--- config.mk ---
export PLATFORM = sky130hd
export DESIGN_NAME = arxpc_regs
export DESIGN_NICKNAME = d
export VERILOG_FILES = /design/src/rtl/arxpc_pkg.sv /design/src/rtl/arxpc_regs.sv
export SDC_FILE = /design/constraint.sdc
export NUM_CORES = 1
export LEC_CHECK = 0
export BUFFER_PORTS_ARGS = -buffer_cell sky130_fd_sc_hd__buf_4
export CAP_MARGIN = 5
export CORE_AREA = 3 3 157 159
export CTS_CLUSTER_SIZE = 25
export DETAILED_ROUTE_END_ITERATION = 10
export DIE_AREA = 0 0 160 162
export PLACE_DENSITY = 0.84
export SYNTH_ARGS = -nofsm -noshare
export SYNTH_HDL_FRONTEND = slang
export SYNTH_SLANG_ARGS = --single-unit
--- constraint.sdc ---
create_clock -name i_clk -period 2.1 [get_ports i_clk]
set_input_delay 0.105 -clock i_clk [delete_from_list [all_inputs] [get_ports i_clk]]
set_output_delay 0.105 -clock i_clk [all_outputs]
set_load 0.03 [all_outputs]
--- src/rtl/arxpc_pkg.sv ---
package arxpc_pkg;

    localparam int unsigned WORD_W            = 32;
    localparam int unsigned WORDS             = 4;
    localparam int unsigned ROUND_COUNT_DEF   = 20;
    localparam int unsigned MIXES_PER_ROUND   = 4;
    localparam int unsigned APB_DATA_W        = 64;
    localparam int unsigned APB_ADDR_W        = 6;
    localparam int unsigned REG_IDX_W         = 3;

    // Register indexes (byte address = 8 * index)
    localparam logic [REG_IDX_W-1:0] REG_WHITEN_ENABLE = 3'd0;
    localparam logic [REG_IDX_W-1:0] REG_WHITEN_IN_LO  = 3'd1;
    localparam logic [REG_IDX_W-1:0] REG_WHITEN_IN_HI  = 3'd2;
    localparam logic [REG_IDX_W-1:0] REG_WHITEN_OUT_LO = 3'd3;
    localparam logic [REG_IDX_W-1:0] REG_WHITEN_OUT_HI = 3'd4;

    // Rotation after each round, for b, c and d
    localparam int unsigned ROT_B = 8;
    localparam int unsigned ROT_C = 16;
    localparam int unsigned ROT_D = 24;

    typedef logic [WORDS-1:0][WORD_W-1:0] t_words;   // [0]=a .. [3]=d

    typedef struct packed {
        logic [WORD_W-1:0] word_a;
        logic [WORD_W-1:0] word_b;
        logic [WORD_W-1:0] word_c;
        logic [WORD_W-1:0] word_d;
    } t_in_item;

    typedef struct packed {
        logic [WORD_W-1:0] out_a;
        logic [WORD_W-1:0] out_b;
        logic [WORD_W-1:0] out_c;
        logic [WORD_W-1:0] out_d;
    } t_out_item;

    typedef struct packed {
        logic                  enable;
        logic [2*WORD_W-1:0]   in_lo;
        logic [2*WORD_W-1:0]   in_hi;
        logic [2*WORD_W-1:0]   out_lo;
        logic [2*WORD_W-1:0]   out_hi;
    } t_whiten_cfg;

    function automatic logic [WORD_W-1:0] rotl32(input logic [WORD_W-1:0] x,
                                                 input int unsigned r);
        return (x << r) | (x >> (WORD_W - r));
    endfunction

endpackage

--- src/rtl/arxpc_regs.sv ---
module arxpc_regs (
    input  logic                                i_clk,
    input  logic                                i_rst_n,
    input  logic                                i_psel,
    input  logic                                i_penable,
    input  logic                                i_pwrite,
    input  logic [arxpc_pkg::REG_IDX_W-1:0]     i_reg_idx,
    input  logic [arxpc_pkg::APB_DATA_W-1:0]    i_pwdata,
    output logic [arxpc_pkg::APB_DATA_W-1:0]    o_prdata,
    output arxpc_pkg::t_whiten_cfg              o_cfg
);
    import arxpc_pkg::*;

    t_whiten_cfg r_cfg;
    logic        wr_en;

    assign wr_en = i_psel && i_penable && i_pwrite;

    always_ff @(posedge i_clk) begin
        if (!i_rst_n) begin
            r_cfg <= '0;
        end else if (wr_en) begin
            case (i_reg_idx)
                REG_WHITEN_ENABLE: begin
                    r_cfg.enable <= i_pwdata[0];
                end
                REG_WHITEN_IN_LO: begin
                    r_cfg.in_lo <= i_pwdata;
                end
                REG_WHITEN_IN_HI: begin
                    r_cfg.in_hi <= i_pwdata;
                end
                REG_WHITEN_OUT_LO: begin
                    r_cfg.out_lo <= i_pwdata;
                end
                REG_WHITEN_OUT_HI: begin
                    r_cfg.out_hi <= i_pwdata;
                end
                default: begin
                end
            endcase
        end
    end

    always_comb begin
        case (i_reg_idx)
            REG_WHITEN_ENABLE: o_prdata = {{(APB_DATA_W-1){1'b0}}, r_cfg.enable};
            REG_WHITEN_IN_LO:  o_prdata = r_cfg.in_lo;
            REG_WHITEN_IN_HI:  o_prdata = r_cfg.in_hi;
            REG_WHITEN_OUT_LO: o_prdata = r_cfg.out_lo;
            REG_WHITEN_OUT_HI: o_prdata = r_cfg.out_hi;
            default:           o_prdata = '0;
        endcase
    end

    assign o_cfg = r_cfg;

endmodule

==> impl_metrics.yaml <==
status:
  status: "completed"
power_and_ir_drop:
  ir_worst_vdd_mv: 0.543
  power_leakage_nw: 6.49
  power_density_nw_per_um2: 656
global_routing:
  grt_usage: 0.282
  met1_usage: 0.329
  grt-ovfl-total: 0
  grt_max_degree: 87
  met3_usage: 0.0551
  grt_use_met2: 0.509
  antenna_found_initial: 1
  grt_pass1_wl_um: 59700
  grt-busiest-layer: "met2"
  grt_pass1_vias: 10900
synth:
  syn_inst: 1202
  synth-seq-cells: 257
  postSynthAreaPerCell_um2: 9.46
  ys_warn_count: 0
  netlist_area_um2: 11400
  syn_nets: 1274
  ys_seq_area_frac: 0.452
  ys_types: 24
flow_run:
  max_cap_violations: 0
timing:
  skew_ns: 0
  fmax_mhz: 496
  finalSetupTns_ns: 0
  rsz0062_at_grt: "false"
  hold_viol: 0
  hold_ws_ns: 0.0418
  finalCritPeriodShare: 0.959
  tightest_slew_ns: 0.520
  slew_headroom: 0.653
  period_needed_ns: 2.01
  slew_viol_final: 0
  finalSetupViolations: 0
worst_hold_path:
  worstHoldEndpoint: "o_cfg[0]"
  hold_start: "i_pwdata[0]"
  hold_path.class: "in2reg"
  whs_path_depth: 3
detailed_routing:
  num_vias: 10700
  post_drt_wl_per_cell_um: 19.8
  wl_um: 38900
  first_pass_iters: 6
  drt_iter0_drc: 862
  route.detailed.drc: 0
  vias_per_cell: 5.48
  ant_nets: 0
clock_network:
  path_clk_slew_ns: 0.07
  cts_tree: "built"
  cts_setup_buffers: 0
  cts_made_buffers: 26
  ctsHtreeMaxLevel: 1
  clk-insertion-delay-late_ns: 0.52
  cts.sinks: 257
  root_buffer: "clkbuf_16"
  clockBufferDepth: 3
setup_path:
  r2r_end: "o_cfg[77]"
  worst_setup_path_start_kind: "input pin"
  crit_fanout: 25
  crit_family: "buffers and inverters"
  worstSetupPathType: "in2reg"
  cp-end-kind: "flip-flop"
  cp_data_required_time_ns: 2.57
  crit_chain: "dlygate4sd3_1 > buf_4 > nand4_1 > nor2_4 > buf_4 > mux2i_1 > dlygate4sd3_1"
  reg2reg_slack_ns: 0.95
  cp_slowest_cell: "dlygate4sd3_1"
  crit_arrival_ns: 2.48
  r2r_cells: 3
  crit_buf_inv: 4
  cpPeakStageDelay_ns: 0.57
  r2r-start: "o_cfg[77]"
floorplan:
  die_w_um: 160
  die_area_um2: 25900
  core_um2: 23400
  rows: 56
  io_pins: 393
  die_h_um: 162
  initial_core_util: 0.486
placement:
  io_buffers: 392
  dpl-instance-area_um2: 14500
  gp_congestion: 0.878
  place.detailed.hpwl_um: 25300
layout:
  syn_to_final_growth_pct: 41.8
  drive_gt1_frac: 0.326
  mostFrequentLayoutCell: "buf_4"
  design_area_um2: 16100
  nets: 1691
  layout_common_cells: "buf_4, nand2_1, mux2i_1, dfxtp_1, dlygate4sd3_1"
  largest_reg_flops: 257
-- worst reg2reg max path, delay by kind of cell (launching register included) --
| family | cells | cell delay [ns] |
|---|---|---|
| and+or+nand+nor | 1 | 0.06 |
| buffers and inverters | 1 | 0.56 |
| muxes | 1 | 0.11 |
| DFF | 1 | 0.37 |
-- cell families (layout without fill, tap and decap cells) --
group,count (synthesis),count (layout),share of synthesized area
buffers and inverters,100,537,0.0508
AND/OR/NAND/NOR,393,393,0.135
multiplexers,321,321,0.290
AO/OA/AOI/OAI,131,131,0.0725
other,0,1,0
flip-flops,257,257,0.452
-- report_power, final --
| part | internal [W] | switching [W] | total, W |
|---|---|---|---|
| registers | 0.00491 | 0.0000344 | 0.00494 |
| logic | 0.000352 | 0.000521 | 0.000873 |
| clock network | 0.00282 | 0.00194 | 0.00476 |
-- routing by layer --
layer,wire length [um],vias to the layer above
li1,-,4935
met1,15200,5189
met2,19500,500
met3,2640,113
met4,1490,0
met5,0,-
-- final cells by class --
class / instances / area [um2]
timing repair buffer: 489 / 4010
clock inverter: 11 / 120
tap: 319 / 399
antenna: 1 / 2.50
multi-input combinational: 845 / 5670
fill: 1726 / 7280
sequential: 257 / 5140
clock buffer: 37 / 773
-- through the flow --
| stage | util | setup slack, ns | total power (W) | cells |
|---|---|---|---|---|
| final | 0.689 | 0.0857 | 0.0106 | 1959 |
| after floorplan | - | 0.478 | 0.00548 | 1202 |
| after global routing | 0.689 | 0.0167 | 0.0109 | 1959 |
| after global placement | 0.622 | 0.295 | 0.00579 | 1842 |
| after detailed placement | 0.622 | 0.280 | 0.00581 | 1842 |
| after CTS | 0.689 | 0.0856 | 0.0106 | 1958 |
-- cell usage after synthesis, drive strengths merged --
library cell / count / area (um2)
nor2b: 1 / 6.26
o21a: 1 / 7.51
nor3: 1 / 5.00
o22ai: 1 / 6.26
a22oi: 63 / 473
nand2: 384 / 1440
o21ai: 64 / 320
buf: 54 / 405
clkbuf: 46 / 173
nor3b: 2 / 20.0
mux2: 63 / 709
dfxtp: 257 / 5140
o41ai: 1 / 8.76
nand4b: 1 / 23.8
nand4: 1 / 6.26
nor2: 2 / 22.5
mux2i: 258 / 2580
nand2b: 1 / 6.26
o311ai: 1 / 8.76
-- worst max path at each step --
stage | from | end | slack (ns) | depth (start not counted)
4_1_cts | i_penable | o_cfg[77] | 0.09 | 7
3_3_place_gp | i_reg_idx[1] | o_prdata[18] | 0.29 | 6
2_1_floorplan | i_reg_idx[0] | o_prdata[10] | 0.48 | 5
5_1_grt | i_penable | o_cfg[77] | 0.02 | 7
6_report | i_penable | o_cfg[77] | 0.09 | 7
3_5_place_dp | i_reg_idx[1] | o_prdata[18] | 0.28 | 6
-- what timing repair did --
item | CTS | global route
hold buffers | 68 | 0
hold endpoints to repair | 248 | 0
gates resized for setup | 0 | 0
No activity file was read; power rests on OpenSTA's default activity.
