File: src/rtl/arxpc_pkg.sv
package arxpc_pkg;

    localparam int unsigned WORD_W            = 32;
    localparam int unsigned WORDS             = 4;
    localparam int unsigned ROUND_COUNT_DEF   = 20;
    localparam int unsigned MIXES_PER_ROUND   = 4;
    localparam int unsigned APB_DATA_W        = 64;
    localparam int unsigned APB_ADDR_W        = 6;
    localparam int unsigned REG_IDX_W         = 3;

    // Register indexes (byte address = 8 * index)
    localparam logic [REG_IDX_W-1:0] REG_WHITEN_ENABLE = 3'd0;
    localparam logic [REG_IDX_W-1:0] REG_WHITEN_IN_LO  = 3'd1;
    localparam logic [REG_IDX_W-1:0] REG_WHITEN_IN_HI  = 3'd2;
    localparam logic [REG_IDX_W-1:0] REG_WHITEN_OUT_LO = 3'd3;
    localparam logic [REG_IDX_W-1:0] REG_WHITEN_OUT_HI = 3'd4;

    // Rotation after each round, for b, c and d
    localparam int unsigned ROT_B = 8;
    localparam int unsigned ROT_C = 16;
    localparam int unsigned ROT_D = 24;

    typedef logic [WORDS-1:0][WORD_W-1:0] t_words;   // [0]=a .. [3]=d

    typedef struct packed {
        logic [WORD_W-1:0] word_a;
        logic [WORD_W-1:0] word_b;
        logic [WORD_W-1:0] word_c;
        logic [WORD_W-1:0] word_d;
    } t_in_item;

    typedef struct packed {
        logic [WORD_W-1:0] out_a;
        logic [WORD_W-1:0] out_b;
        logic [WORD_W-1:0] out_c;
        logic [WORD_W-1:0] out_d;
    } t_out_item;

    typedef struct packed {
        logic                  enable;
        logic [2*WORD_W-1:0]   in_lo;
        logic [2*WORD_W-1:0]   in_hi;
        logic [2*WORD_W-1:0]   out_lo;
        logic [2*WORD_W-1:0]   out_hi;
    } t_whiten_cfg;

    function automatic logic [WORD_W-1:0] rotl32(input logic [WORD_W-1:0] x,
                                                 input int unsigned r);
        return (x << r) | (x >> (WORD_W - r));
    endfunction

endpackage

File: src/rtl/arxpc_mix_stage.sv
module arxpc_mix_stage #(
    parameter int unsigned MIX_SEL = 0   // 0..3: which word this stage updates
) (
    input  logic                i_clk,
    input  logic                i_rst_n,
    input  logic                i_valid,
    input  arxpc_pkg::t_words   i_blk,
    output logic                o_valid,
    output arxpc_pkg::t_words   o_blk
);
    import arxpc_pkg::*;

    localparam logic [1:0] IDX_X = 2'(MIX_SEL);
    localparam logic [1:0] IDX_Y = 2'(MIX_SEL + 1);
    localparam logic [1:0] IDX_Z = 2'(MIX_SEL + 2);
    localparam logic [1:0] IDX_W = 2'(MIX_SEL + 3);
    localparam int unsigned ROT  = MIX_SEL + 1;
    localparam bit LAST_MIX      = (MIX_SEL == MIXES_PER_ROUND - 1);

    logic              r_valid;
    t_words            r_blk;
    t_words            n_blk;
    logic [WORD_W-1:0] sum;
    logic [WORD_W-1:0] mixed;

    always_comb begin
        sum          = i_blk[IDX_X] + i_blk[IDX_Y];
        mixed        = (rotl32(sum, ROT) ^ i_blk[IDX_Z]) + i_blk[IDX_W];
        n_blk        = i_blk;
        n_blk[IDX_X] = mixed;
        // end of round: fixed word rotations
        if (LAST_MIX) begin
            n_blk[1] = rotl32(n_blk[1], ROT_B);
            n_blk[2] = rotl32(n_blk[2], ROT_C);
            n_blk[3] = rotl32(n_blk[3], ROT_D);
        end
    end

    always_ff @(posedge i_clk) begin
        if (!i_rst_n) begin
            r_valid <= 1'b0;
        end else begin
            r_valid <= i_valid;
        end
    end

    always_ff @(posedge i_clk) begin
        r_blk <= n_blk;
    end

    assign o_valid = r_valid;
    assign o_blk   = r_blk;

endmodule

File: config.mk
export PLATFORM = sky130hd
export DESIGN_NAME = arxpc_mix_stage
export DESIGN_NICKNAME = d
export VERILOG_FILES = /design/src/rtl/arxpc_pkg.sv /design/src/rtl/arxpc_mix_stage.sv
export SDC_FILE = /design/constraint.sdc
export NUM_CORES = 1
export LEC_CHECK = 0
export BUFFER_PORTS_ARGS = -buffer_cell sky130_fd_sc_hd__buf_2
export CAP_MARGIN = 20
export CORE_MARGIN = 2
export CORE_UTILIZATION = 30
export DETAILED_ROUTE_END_ITERATION = 10
export GPL_TIMING_DRIVEN = 0
export PLACE_DENSITY = 0.65
export SYNTH_ARGS = -nofsm -noshare
export SYNTH_HDL_FRONTEND = slang
export SYNTH_SLANG_ARGS = --single-unit
File: constraint.sdc
create_clock -name i_clk -period 5.1 [get_ports i_clk]
set_input_delay 0.255 -clock i_clk [delete_from_list [all_inputs] [get_ports i_clk]]
set_output_delay 0.255 -clock i_clk [all_outputs]
set_load 0.02 [all_outputs]
==> qor.yml <==
dp_hpwl_um: 13600
numCtsBuffers: 17
dominantRegCellSynth: "dfxtp_1"
synthAdderAreaFrac: 0.144
crit_path_end_kind: "flip-flop"
die_h_um: 146
report.final.slew_viol_count: 0
start_kind: "input pin"
drc: 0
period_minus_slack_ns: 4.77
path_common_cell: "a21o_1"
p_total_mw: 3.83
crit_buf_inv: 3
cp_slowest_cell: "dlygate4sd3_1"
yosysWarnings: 0
gp_congestion: 0.874
vias: 5640
fmax_mhz: 210
cts_tree: "yes"
area_growth_syn_to_layout_pct: 52.6
routedWlPerCell_um: 14.6
core_area_um2: 19600
fill_cells: 1875
final_cells: 1247
synthArstFlopShare: 0
maxCapViolCount: 0
synth_cells: 596
worst-path-stages: 23
drt_wl_total_um: 18200
vias_per_cell: 4.52
ys_seq_elements: 129
antenna_left: 0
start_util: 0.308
post-cts-setup-buffer-count: 0
synth_top_family_by_area: "compound AO/OA/AOI/OAI gates"
fin_crit_sh: 0.936
synth.yosys.seq_area_share: 0.429
status: "completed"
critPathMaxStageDelay_ns: 0.54
arrival_ns: 5.11
grt_overflow_total: 0
grt_max_degree: 17
hold_violations: 0
fin_nets: 1169
syn_area_per_cell_um2: 10.1
drive_above_1_share: 0.304
cts.sinks: 129
grt_antenna_before_repair: 0
synthMuxAreaShare: 0.00166
critPathLaunch: "i_blk[46]"
h-tree-depth: 4
drt_iter0_markers: 212
syn_nets: 795
track_usage: 0.170
synth-edff-count: 0
hold-worst-slack_ns: 0.0514
clockRootBuffer: "clkbuf_16"
required_ns: 5.44
cp-endpoint: "o_blk[28]$_DFF_P_"
grt_pass1_vias: 5722
cp_cell_sequence: "dlygate4sd3_1 -> buf_2 -> ha_2 -> a21o_1 -> a21o_1 -> a21o_1 -> a21oi_1 -> o21a_1 -> nand3_2 -> a31o_4 -> a211o_1 -> ha_1 -> inv_1 -> fa_1 -> nor2b_1 -> o31a_1 -> o311a_1 -> o211ai_1 -> o211ai_1 -> o2111a_1 -> nand2b_1 -> a21oi_1 -> xnor2_1"
cts_max_path_buffers: 2
synth_compound_area_frac: 0.193
n_antenna_cell: 0
netlist-cell-type-count: 51
setup_violations: 0
power_density_nw_per_um2: 417
die_w_um: 146
yosys.area_share.simple: 0.0982
grt_pass1_wl_um: 28600
crit_family: "compound AO/OA/AOI/OAI gates"
rows: 51
dp.cells: 1120
tightestPinTransition_ns: 0.565
ios: 260
peakVddDrop_mv: 0.225
relSlewSlack: 0.620
fp.dieArea_um2: 21200
port_buffers: 259
cp_max_fo: 5
firstDrtPassIters: 4
critical_path_class: "input pin to flip-flop"
synthXorXnorAreaFrac: 0.123
path_clk_slew_ns: 0.05
hp-class: "input pin to flip-flop"
synth_area_um2: 6030
p_leak_nw: 4.44
## per-layer routing
metal	up-vias	track usage	part of all wire
met5	-	0	0
met3	31	0.0370	0.045
met2	164	0.296	0.50
met1	2554	0.202	0.43
met4	0	0.0740	0.029
li1	2891	-	-
## layout by cell type, fill, tap and decap left out, types with 3 or more instances in the layout
| master | n |
|---|---|
| buf_2 | 259 |
| dfxtp_1 | 129 |
| dlygate4sd3_1 | 96 |
| ha_1 | 65 |
| xnor2_1 | 56 |
| a21oi_1 | 51 |
| a21o_1 | 36 |
| nand2_1 | 36 |
| nor2_1 | 28 |
| xor2_1 | 26 |
| o21ai_0 | 23 |
| clkbuf_16 | 17 |
| inv_1 | 13 |
| nand3_1 | 10 |
| o21a_1 | 10 |
| nand2b_1 | 9 |
| and3_1 | 9 |
| clkbuf_1 | 9 |
| nor3_1 | 8 |
| nor2b_1 | 7 |
| a211o_1 | 6 |
| o21ai_1 | 5 |
| o211ai_1 | 5 |
| a31oi_1 | 5 |
| and2_1 | 4 |
| clkinvlp_4 | 4 |
| a211oi_1 | 3 |
| o21bai_1 | 3 |
| a21oi_2 | 3 |
| o31a_1 | 3 |
| clkinv_2 | 3 |
## repair_timing
item / 4_1_cts / 5_1_grt
hold buffers: 96 / 0
endpoints found under the setup margin: 0 / 7
hold endpoints to repair: 96 / 0
resized for setup: 0 / 6
## metrics by stage
step	instance area, um2	worst slack, ns	setup TNS (ns)	util
6_report	9200	0.328	0	0.469
5_1_grt	9200	-0.00213	-0.00213	0.469
4_1_cts	9160	0.0673	0	0.468
3_5_place_dp	7650	-0.147	-0.596	0.391
3_3_place_gp	7650	-0.117	-0.412	0.391
2_1_floorplan	6030	0.816	0	-
## report_power, final
part,switching (mW),leakage [nW],internal [mW],total [mW]
Sequential,0.0398,1.09,1.18,1.22
Combinational,0.857,3.09,0.613,1.47
Clock,0.445,0.258,0.692,1.14
Total,1.34,4.44,2.49,3.83
## worst min path at each step
stage	from	to	cells past startpoint
floorplan	i_blk[100]	o_blk[100]$_DFF_P_	0
global placement	i_blk[61]	o_blk[61]$_DFF_P_	1
detailed placement	i_blk[61]	o_blk[61]$_DFF_P_	1
CTS	i_valid	o_valid$_SDFF_PN0_	2
global route	i_rst_n	o_valid$_SDFF_PN0_	2
finish	i_valid	o_valid$_SDFF_PN0_	2
## cell type report
class,instances,area [um2],share of cell area
plain buffers,6,22.5,0.00245
clock buffers,22,464,0.0505
clock inverters,9,83.8,0.00912
inverters,13,48.8,0.00531
multi-input cells,448,3400,0.370
flip-flops and latches,129,2580,0.281
well taps,265,332,0.0361
repair buffers,355,2260,0.245
## cell usage after synthesis (2+ instances only)
cell type	number	area, um2
a211o_1	6	52.6
a211oi_1	3	22.5
a21boi_1	2	15.0
a21o_1	36	270
a21oi_1	52	260
a21oi_2	2	17.5
a31oi_1	5	31.3
a41oi_1	3	26.3
and2_1	4	25.0
and3_1	9	56.3
and4_1	2	17.5
clkbuf_1	6	22.5
dfxtp_1	129	2580
fa_1	2	40.0
ha_1	66	826
inv_1	13	48.8
nand2_1	36	135
nand2b_1	9	56.3
nand3_1	11	55.1
nand4_1	2	12.5
nor2_1	28	105
nor2b_1	7	43.8
nor3_1	9	45.0
o211ai_1	5	37.5
o21a_1	10	75.1
o21ai_0	23	115
o21ai_1	5	25.0
o21bai_1	3	22.5
o31a_1	3	26.3
o31ai_1	2	15.0
o41ai_1	2	17.5
or3_1	2	12.5
xnor2_1	56	490
xor2_1	26	228
## cell families (layout without fill, tap and decap cells)
family                   count (synthesis)  count (layout)
buffers and inverters                   19             405
adder cells (fa/ha/maj)                 68              68
AO/OA/AOI/OAI                          173             173
flip-flops                             129             129
AND/OR/NAND/NOR                        123             123
XOR/XNOR                                83              83
multiplexers                             1               1
## sequential cells by signal, indices dropped and copies added, names as in the netlist
register	cells
o_blk	128
o_valid	1
Note: power is estimated with default switching activity, not from simulation.
